### config.mk
export PLATFORM = sky130hd
export DESIGN_NAME = multichannel_delay_pulse_generator_flat
export DESIGN_NICKNAME = d
export VERILOG_FILES = /design/src/hdl/mdpg_pkg.sv /design/src/hdl/mdpg_if.sv /design/src/hdl/multichannel_delay_pulse_generator.sv /design/src/flat_wrapper.sv
export SDC_FILE = /design/constraint.sdc
export NUM_CORES = 1
export LEC_CHECK = 0
export BUFFER_PORTS_ARGS = -buffer_cell sky130_fd_sc_hd__buf_2
export CAP_MARGIN = 20
export CELL_PAD_IN_SITES_DETAIL_PLACEMENT = 0
export CELL_PAD_IN_SITES_GLOBAL_PLACEMENT = 1
export CORE_UTILIZATION = 40
export CTS_BUF_LIST = sky130_fd_sc_hd__clkbuf_4 sky130_fd_sc_hd__clkbuf_8 sky130_fd_sc_hd__clkbuf_16
export DETAILED_ROUTE_END_ITERATION = 7
export PLACE_DENSITY = 0.67
export SYNTH_ARGS = -nofsm -noshare
export SYNTH_HDL_FRONTEND = slang
export SYNTH_SLANG_ARGS = --single-unit
### constraint.sdc
create_clock -name clk -period 3.8 [get_ports clk]
set_input_delay 0.19 -clock clk [delete_from_list [all_inputs] [get_ports clk]]
set_output_delay 0.19 -clock clk [all_outputs]
set_load 0.005 [all_outputs]
### src/hdl/mdpg_pkg.sv
// Package for the multichannel delay pulse generator.
// Holds channel count, command layout and character codes; no dependencies.
`timescale 1ns / 1ps
`default_nettype none
package mdpg_pkg;

	localparam int CHANNELS = 4;
	localparam int CMD_LEN = 11;
	localparam int LEVELS_W = 4;

	localparam logic [3:0] LAST_POS = 4'(CMD_LEN - 1);

	localparam logic [7:0] CHAR_A = 8'h41;
	localparam logic [7:0] CHAR_T = 8'h54;
	localparam logic [7:0] CHAR_PLUS = 8'h2B;
	localparam logic [7:0] CHAR_C = 8'h43;
	localparam logic [7:0] CHAR_EQ = 8'h3D;
	localparam logic [7:0] DIGIT_BASE = 8'd48;
	localparam logic [7:0] DIGIT_MAX = 8'd9;

	localparam logic OP_BYTE = 1'b0;
	localparam logic OP_TICK = 1'b1;

	typedef logic [3:0] count_t;
	typedef logic [7:0] char_t;

endpackage
`default_nettype wire

### src/hdl/mdpg_if.sv
// Handshake interfaces for the input item channel and the result channel.
// Depends on mdpg_pkg for the payload widths.
`timescale 1ns / 1ps
`default_nettype none
interface mdpg_in_if;
	logic valid;
	logic ready;
	logic operation;
	mdpg_pkg::char_t rx_byte;

	modport source (output valid, output operation, output rx_byte, input ready);
	modport sink (input valid, input operation, input rx_byte, output ready);
endinterface

interface mdpg_out_if;
	logic valid;
	logic ready;
	logic [mdpg_pkg::LEVELS_W-1:0] outputs_on;
	logic command_error;
	logic command_applied;

	modport source (output valid, output outputs_on, output command_error,
		output command_applied, input ready);
	modport sink (input valid, input outputs_on, input command_error,
		input command_applied, output ready);
endinterface
`default_nettype wire

### src/hdl/multichannel_delay_pulse_generator.sv
// Top level of the multichannel delay pulse generator: command parser and channel timers.
// Depends on mdpg_pkg and the handshake interfaces in mdpg_if.sv.
//
// Channel  Role    Payload
// item     sink    operation, rx_byte
// result   source  outputs_on, command_error, command_applied
//
// One transaction is accepted per cycle while the input side is ready; its result is
// presented once it has passed the input register and the result register.
// The whole state update is a single pass of logic between those two registers.
// A stalled result register holds the input register, and the input side
// stays ready while the input register is empty or moving on.
// Reset clears all counters, lengths, levels and the fill position.
`timescale 1ns / 1ps
`default_nettype none
module multichannel_delay_pulse_generator (
	input wire logic clk,
	input wire logic arst_n,
	mdpg_in_if.sink item,
	mdpg_out_if.source result
);
	import mdpg_pkg::*;

	logic valid_s1;
	logic operation_s1;
	char_t rx_byte_s1;

	count_t delay_left_q [CHANNELS];
	count_t high_left_q [CHANNELS];
	count_t low_left_q [CHANNELS];
	count_t delay_len_q [CHANNELS];
	count_t high_len_q [CHANNELS];
	count_t low_len_q [CHANNELS];
	logic level_q [CHANNELS];
	char_t store_q [CMD_LEN];
	count_t fill_q;

	logic out_valid_q;
	logic [LEVELS_W-1:0] outputs_on_q;
	logic error_q;
	logic applied_q;

	count_t delay_left_d [CHANNELS];
	count_t high_left_d [CHANNELS];
	count_t low_left_d [CHANNELS];
	count_t delay_len_d [CHANNELS];
	count_t high_len_d [CHANNELS];
	count_t low_len_d [CHANNELS];
	logic level_d [CHANNELS];
	count_t fill_d;
	count_t pos;
	logic store_en;
	logic error_d;
	logic applied_d;
	logic [LEVELS_W-1:0] levels_d;
	char_t ch_val, d_val, h_val, l_val;
	logic fmt_ok;

	logic advance;
	logic fire;

	assign advance = !out_valid_q || result.ready;
	assign fire = valid_s1 && advance;
	assign item.ready = !valid_s1 || advance;

	assign result.valid = out_valid_q;
	assign result.outputs_on = outputs_on_q;
	assign result.command_error = error_q;
	assign result.command_applied = applied_q;

	always_comb begin
		delay_left_d = delay_left_q;
		high_left_d = high_left_q;
		low_left_d = low_left_q;
		delay_len_d = delay_len_q;
		high_len_d = high_len_q;
		low_len_d = low_len_q;
		level_d = level_q;
		fill_d = fill_q;
		store_en = 1'b0;
		error_d = 1'b0;
		applied_d = 1'b0;
		levels_d = '0;

		if (rx_byte_s1 == CHAR_A || fill_q > LAST_POS) begin
			pos = '0;
		end else begin
			pos = fill_q;
		end

		ch_val = store_q[4] - DIGIT_BASE;
		d_val = store_q[6] - DIGIT_BASE;
		h_val = store_q[8] - DIGIT_BASE;
		l_val = rx_byte_s1 - DIGIT_BASE;
		fmt_ok = store_q[0] == CHAR_A && store_q[1] == CHAR_T && store_q[2] == CHAR_PLUS
			&& store_q[3] == CHAR_C && store_q[5] == CHAR_EQ && store_q[7] == CHAR_PLUS
			&& store_q[9] == CHAR_PLUS && d_val <= DIGIT_MAX && h_val <= DIGIT_MAX
			&& l_val <= DIGIT_MAX && ch_val < 8'(CHANNELS);

		if (operation_s1 == OP_TICK) begin
			for (int c = 0; c < CHANNELS; c++) begin
				if (delay_left_q[c] != '0) begin
					delay_left_d[c] = delay_left_q[c] - 4'd1;
					level_d[c] = 1'b0;
				end else if (high_left_q[c] != '0) begin
					high_left_d[c] = high_left_q[c] - 4'd1;
					level_d[c] = 1'b1;
				end else if (low_left_q[c] != '0) begin
					low_left_d[c] = low_left_q[c] - 4'd1;
					level_d[c] = 1'b0;
				end else begin
					delay_left_d[c] = delay_len_q[c];
					high_left_d[c] = high_len_q[c];
					low_left_d[c] = low_len_q[c];
				end
			end
		end else if (rx_byte_s1 != '0) begin
			store_en = 1'b1;
			if (pos == LAST_POS) begin
				fill_d = '0;
				if (fmt_ok) begin
					applied_d = 1'b1;
					for (int c = 0; c < CHANNELS; c++) begin
						if (ch_val == 8'(c)) begin
							delay_len_d[c] = d_val[3:0];
							high_len_d[c] = h_val[3:0];
							low_len_d[c] = l_val[3:0];
						end
						delay_left_d[c] = delay_len_d[c];
						high_left_d[c] = high_len_d[c];
						low_left_d[c] = low_len_d[c];
						level_d[c] = 1'b0;
					end
				end else begin
					error_d = 1'b1;
				end
			end else begin
				fill_d = pos + 4'd1;
			end
		end

		for (int c = 0; c < CHANNELS && c < LEVELS_W; c++) begin
			levels_d[c] = level_d[c];
		end
	end

	always_ff @(posedge clk or negedge arst_n) begin
		if (!arst_n) begin
			valid_s1 <= 1'b0;
		end else if (item.ready) begin
			valid_s1 <= item.valid;
		end
	end

	always_ff @(posedge clk) begin
		if (item.ready && item.valid) begin
			operation_s1 <= item.operation;
			rx_byte_s1 <= item.rx_byte;
		end
	end

	always_ff @(posedge clk or negedge arst_n) begin
		if (!arst_n) begin
			for (int c = 0; c < CHANNELS; c++) begin
				delay_left_q[c] <= '0;
				high_left_q[c] <= '0;
				low_left_q[c] <= '0;
				delay_len_q[c] <= '0;
				high_len_q[c] <= '0;
				low_len_q[c] <= '0;
				level_q[c] <= 1'b0;
			end
			fill_q <= '0;
		end else if (fire) begin
			delay_left_q <= delay_left_d;
			high_left_q <= high_left_d;
			low_left_q <= low_left_d;
			delay_len_q <= delay_len_d;
			high_len_q <= high_len_d;
			low_len_q <= low_len_d;
			level_q <= level_d;
			fill_q <= fill_d;
		end
	end

	always_ff @(posedge clk) begin
		if (fire && store_en) begin
			for (int i = 0; i < CMD_LEN; i++) begin
				if (pos == 4'(i)) begin
					store_q[i] <= rx_byte_s1;
				end
			end
		end
	end

	always_ff @(posedge clk or negedge arst_n) begin
		if (!arst_n) begin
			out_valid_q <= 1'b0;
		end else if (advance) begin
			out_valid_q <= valid_s1;
		end
	end

	always_ff @(posedge clk) begin
		if (fire) begin
			outputs_on_q <= levels_d;
			error_q <= error_d;
			applied_q <= applied_d;
		end
	end

endmodule
`default_nettype wire
### src/flat_wrapper.sv
// flat-port wrapper written by rule: the top's interface ports become plain ports
module multichannel_delay_pulse_generator_flat import mdpg_pkg::*;
  (clk, arst_n, item_valid, item_operation, item_rx_byte, item_ready, result_valid, result_outputs_on, result_command_error, result_command_applied, result_ready);
  mdpg_in_if item_i ();
  mdpg_out_if result_i ();
  input wire logic clk;
  input wire logic arst_n;
  input wire logic [$bits(item_i.valid)-1:0] item_valid;
  input wire logic [$bits(item_i.operation)-1:0] item_operation;
  input wire logic [$bits(item_i.rx_byte)-1:0] item_rx_byte;
  output wire logic [$bits(item_i.ready)-1:0] item_ready;
  output wire logic [$bits(result_i.valid)-1:0] result_valid;
  output wire logic [$bits(result_i.outputs_on)-1:0] result_outputs_on;
  output wire logic [$bits(result_i.command_error)-1:0] result_command_error;
  output wire logic [$bits(result_i.command_applied)-1:0] result_command_applied;
  input wire logic [$bits(result_i.ready)-1:0] result_ready;
  assign item_i.valid = item_valid;
  assign item_i.operation = item_operation;
  assign item_i.rx_byte = item_rx_byte;
  assign item_ready = item_i.ready;
  assign result_valid = result_i.valid;
  assign result_outputs_on = result_i.outputs_on;
  assign result_command_error = result_i.command_error;
  assign result_command_applied = result_i.command_applied;
  assign result_i.ready = result_ready;
  multichannel_delay_pulse_generator u_core (.clk(clk), .arst_n(arst_n), .item(item_i), .result(result_i));
endmodule
# Word level (Yosys, flattened, before mapping)
# Memories as Yosys holds them, arrays and structs flattened.
# Index checks and enable logic that the tools add are counted.
# classes
magnitude_cmp	5
n_bitwise	3
n_reduce_logical	61
add_sub_neg	17
eq_ne	41
n_mux	145
# op_table
op	count
$mux 4	64
$mux 16	12
$mux 8	10
$reduce_or 8->1	10
$reduce_and 6->1	12
$mux 1	59
$reduce_bool 4->1	12
$sub 4x1->4 const B	12
$ne 3x3->1 const B	12
$eq 8x6->1 const B	4
$eq 8x7->1 const B	4
$sub 8x6->8 const B	4
$le 8x4->1 const B	3
$eq 4x3->1 const B	4
$eq 8x2->1 const B	2
$ne 2x2->1 const B	8
$logic_and 1x1->1	13
$eq 4x4->1 const B	3
$eq 4x2->1 const B	2
$eq 8x1->1 const B	1
$logic_not 8->1	1
$lt 8x3->1 const B	1
$reduce_bool 8->1	1
$reduce_bool 2->1	3
other kinds (10)	15
# word_totals
register_bits	121
mem_count	1
ram_bits	88
output_inout_bits	8
# mem_list
memory	depth	width	read_ports	rd_clocked_by_memory_dff	write_ports	line	text
u_core.store_q	11	8	10	0	1	multichannel_delay_pulse_generator.sv:35	char_t store_q [CMD_LEN];

# Depth between registers and ports, before layout
# logic_depth
depth_word	18
depth_mapped	9
ltp_nobuf	8

# Least setup slack after synthesis
# No wires, ideal clock.
# synth_timing
kind	register -> register
from	register u_core.rx_byte_s1[1]
to	memory u_core.store_q[1][0] (netlist bit), enable pin
slack_ns	0.987
period_less_slack_ns	2.813
arrival_time_ns	2.430
path_buffers	2
stages_incl_launch_ff	9
path_cell_list	edfxtp_1 -> clkbuf_1 -> or2_2 -> o32ai_4 -> nor2_2 -> nand2_1 -> buf_6 -> or3_1 -> nor3_1
# synth_via
elab_chain_cells	18
elab_cells_between_ends	81
cone_classes	eq/ne (11); mux (56); reduce/logical (14)
# synth_rtl
element	line	text
start: declaration	multichannel_delay_pulse_generator.sv:26	char_t rx_byte_s1;
start signal: assignment	multichannel_delay_pulse_generator.sv:158	rx_byte_s1 <= item.rx_byte;
$eq 8x7->1	multichannel_delay_pulse_generator.sv:85	if (rx_byte_s1 == CHAR_A || fill_q > LAST_POS) begin
$logic_or 1x1->1	multichannel_delay_pulse_generator.sv:85	
$mux 4	multichannel_delay_pulse_generator.sv:85	
$eq 4x1->1	multichannel_delay_pulse_generator.sv:189	if (pos == 4'(i)) begin
$mux 1	multichannel_delay_pulse_generator.sv:189	
$mux 1	multichannel_delay_pulse_generator.sv:187	if (fire && store_en) begin
$mux 1 (implied by the code)	multichannel_delay_pulse_generator.sv:190	store_q[i] <= rx_byte_s1;
$reduce_or 8->1 (no source line)	-	
$mux 4 (no source line) or $mux 1 (tied branches) (10 in a row)	-	
end: declaration	multichannel_delay_pulse_generator.sv:35	
# Several ways; a longest one is shown, not always the timed one.

# Final worst setup path
# layout_timing
from	register u_core.rx_byte_s1[7]
to	register u_core.low_len_q[1] (netlist bit)
# layout_via
elab_chain_cells	5
elab_cells_between_ends	10
cone_classes	add/sub (1); order compare (1); eq/ne (2); mux (1); reduce/logical (5)
# layout_rtl
element	line	text
$sub 8x6->8 or $eq 8x7->1 (tied branches)	multichannel_delay_pulse_generator.sv:94, multichannel_delay_pulse_generator.sv:85	
$le 8x4->1 or $logic_or 1x1->1 (tied branches)	multichannel_delay_pulse_generator.sv:98, multichannel_delay_pulse_generator.sv:85	
$logic_and 1x1->1 or $mux 4 (tied branches)	multichannel_delay_pulse_generator.sv:98, multichannel_delay_pulse_generator.sv:85	
$logic_and 1x1->1 or $eq 4x4->1 (tied branches)	multichannel_delay_pulse_generator.sv:98, multichannel_delay_pulse_generator.sv:119	
$reduce_and 5->1 (no source line) (*)	-	
end signal: assignment	multichannel_delay_pulse_generator.sv:180	low_len_q <= low_len_d;
end: declaration	multichannel_delay_pulse_generator.sv:33	count_t low_len_q [CHANNELS];
# Every way passes the cells marked *; elsewhere a longest branch is shown, timed or not.
# A chain may end at the register's enable or synchronous reset.

==> flow_summary_export.csv <==
group,metric,value,unit
sta,worstMarginPinSlew,1.06,ns
sta,fmax,316,MHz
synth,ys_types,67,
sta,drv_slew,0,
clock_network,clock-sinks,201,
sta,rsz0062_at_grt,"false",
power,p_seq_share,41.6,%
worst_hold_path,hold_path_class,"in -> async",
power,p_sw,2.28,mW
grt,grt_pass1_wl,39.0,mm
synth,synth.area.top_cells,"edfxtp_1 29%, dfrtp_1 27%, mux2_2 5.5%",
sta,fin_crit_sh,83.4,%
power,combPwrFrac,25.7,%
detailed_routing,ant_nets,0,
clock_network,ctsResizeCount,0,
place,portBuffers,20,
grt,grt_usage,20.5,%
floorplanning,rows,56,
clock_network,cts_buffer_depth,3,
worst_setup_path,slowest_stage,"nor3_2",
finish,drive_gt1_share,19.8,%
synth,async_reset_ff_share,52.7,%
detailed_routing,vias,6972,
sta,skew,0.0113,ns
grt,grt.overflow.total,0,
sta,setup-tns-final,0,ns
worst_setup_path,worstPathRequired,4.21,ns
floorplanning,core_area,0.0236,mm2
synth,synthesis.area,0.00971,mm2
clock_network,cts_buffers,23,
power,power.density,625,mW/mm2
clock_network,postCtsHoldBufs,13,
detailed_routing,post-route-drc-count,0,
grt,grt_max_degree,72,
worst_setup_path,cp_cell_sequence,"nor4b_1, nand4_1, nor4_2, buf_4, nand3_2, nor3_2, mux2_2",
synth,yosysMostFrequentCell,"dfrtp_1",
worst_setup_path,timing.rr.end,"u_core.low_len_q[1]",
floorplanning,die_y,158,um
detailed_routing,wl,24.4,mm
floorplanning,initial_utilization,41.1,%
worst_setup_path,cp_max_fo,12,
worst_setup_path,cp.arrival,3.57,ns
sta,relSlewSlack,29.0,%
clock_network,clkLatencyLatePin,0.52,ns
power,internal_power,4.75,mW
detailed_routing,drt_iter0_drc,566,
clock_network,cts.clk_slew.worst_paths,0.06,ns
worst_setup_path,worstReg2RegStart,"u_core.rx_byte_s1[7]",
worst_setup_path,slowest_delay,0.92,ns
finish,antenna_cells,0,
flow_run,drv_cap,0,
finish,area_delta_synth_final,16.0,%
synth,yosys.area.top_type,"edfxtp_1",
power,max-vdd-ir-drop,0.372,mV
worst_setup_path,start_kind,"flop",
synth,synth_nets,834,
synth,ys_seq_elements,201,
finish,seq_area,0.00551,mm2
finish,fillers,2135,
finish,fin_area,0.0113,mm2
worst_setup_path,end_kind,"flop",
synth,ys_seq_area_share,56.7,%
worst_setup_path,reg2reg_depth,7,
place,hpwlAfterDp,16.3,mm
power,switching_share,32.4,%
floorplanning,dieWidth,158,um
floorplanning,die-area,0.0249,mm2
worst_setup_path,worstSetupPathType,"reg -> reg",
clock_network,cts_tree,"built",
finish,fin_nets,894,
power,clockPowerShare,32.7,%
synth,synthTopCellsByCount,"106 x dfrtp_1, 95 x edfxtp_1, 51 x o21ai_0",
clock_network,cts-root-buf,"clkbuf_16",
floorplanning,ioPinCount,21,
place,place_congestion,0.848,
synth,syn_avg_cell_area,12.0,um2
synth,synthFlopType,"dfrtp_1",
sta,report.final.setup_viol,0,
outcome,outcome,"finished clean",
detailed_routing,routedWlPerCell,20.3,um
synth,syn-instance-count,809,
sta,fin_crit,3.17,ns
detailed_routing,avgViaCountPerCell,5.79,
clock_network,cts_htree_levels,1,
synth,synth_edf_count,95,
place,place_area,0.0103,mm2
finish,multiInputGateArea,0.00387,mm2
grt,antenna_found_initial,0,
synth,ys.warnings.count,0,
synth,synth_top_area_share,29.4,%
clock_network,post_cts_buffers,0,
power,p_leak,4.49,nW
worst_setup_path,rrSetupSlack,0.63,ns
sta,finalHoldViolCount,0,
grt,grt_pass1_vias,7106,
detailed_routing,firstDrtPassIters,5,
## critical path, delay by kind of cell, from the launching register on
kind                   cells  cell delay [ns]
multiplexers               1             0.42
flip-flops                 1             0.60
buffers and inverters      1             0.18
AND/OR/NAND/NOR            5             1.85
## power by group through the flow
stage	Sequential, mW	Combinational [mW]	Clock, mW
after global routing	2.97	2.03	2.44
after detailed placement	2.95	1.78	0
after global placement	2.93	1.71	0
final	2.92	1.81	2.30
after floorplan	2.84	1.32	0
after CTS	2.91	1.80	2.35
## metal layers
layer	track usage, %	up-vias	routed length, um	share of wire, %
met1	27.9	3557	11000	45
li1	-	3177	-	-
met2	33.7	192	11600	47
met5	0	-	0	0
met4	6.80	0	716	2.9
met3	2.71	46	1140	4.7
## flip-flops by register name (all words and copies together) (netlist names)
register and flops:
u_core.high_len_q 16, u_core.high_left_q 16, u_core.low_left_q 16, u_core.valid_s1 1, u_core.store_q 80, u_core.rx_byte_s1 8
u_core.result.command_applied 1, u_core.delay_left_q 16, u_core.fill_q 4, u_core.operation_s1 1, u_core.low_len_q 16, u_core.level_q 4
u_core.delay_len_q 16, u_core.result.command_error 1, u_core.result.outputs_on 4, u_core.result.valid 1
## how the worst max path moves through the flow
| stage | startpoint | end | slack, ns |
|---|---|---|---|
| 2_1_floorplan | u_core.rx_byte_s1[1] | u_core.store_q[1][0] | 0.99 |
| 3_3_place_gp | u_core.rx_byte_s1[7] | u_core.low_len_q[1] | 0.71 |
| 3_5_place_dp | u_core.store_q[1][0] | u_core.low_len_q[1] | 0.64 |
| 4_1_cts | u_core.store_q[1][0] | u_core.low_len_q[1] | 0.63 |
| 5_1_grt | u_core.store_q[6][2] | u_core.low_len_q[1] | 0.47 |
| 6_report | u_core.rx_byte_s1[7] | u_core.low_len_q[1] | 0.63 |
## stage by stage
| stage | total power [mW] | instances | hold WS [ns] | util (%) | setup WS, ns |
|---|---|---|---|---|---|
| final | 7.03 | 1205 | 0.267 | 47.7 | 0.631 |
| after global routing | 7.44 | 1205 | 0.355 | 47.7 | 0.468 |
| after CTS | 7.07 | 1205 | 0.288 | 47.7 | 0.626 |
| after floorplan | 4.16 | 809 | -0.106 | - | 0.987 |
| after global placement | 4.64 | 1148 | 0.288 | 43.7 | 0.714 |
| after detailed placement | 4.73 | 1150 | 0.295 | 43.8 | 0.638 |
## placed cells by master, fill, tap and decap left out, types with 26 or more instances in the layout
| master | n |
|---|---|
| dfrtp_1 | 106 |
| edfxtp_1 | 95 |
| o21ai_0 | 51 |
| nand2_1 | 49 |
| mux2_2 | 47 |
| buf_4 | 43 |
| mux2i_1 | 40 |
| a21oi_1 | 39 |
| inv_1 | 38 |
| nor3_1 | 32 |
| nor2_1 | 26 |
## cell families (layout without fill, tap and decap cells)
group | count (synthesis) | after routing | share of synthesized area (%)
simple gates | 230 | 230 | 14.0
flops | 201 | 201 | 56.7
compound gates | 187 | 187 | 13.1
mux | 99 | 99 | 11.0
buf+inv | 79 | 156 | 3.52
fa+ha+maj | 12 | 12 | 1.55
xor+xnor | 1 | 1 | 0.0902
## area by class of cell
type / instances / share of cell area (%)
clock inverter: 13 / 1.31
inverter: 38 / 1.27
clock buffer: 29 / 5.73
tap: 319 / 3.54
timing repair buffer: 76 / 4.91
multi-input combinational: 529 / 34.4
sequential: 201 / 48.9
Power figures use the tool's default switching activity.
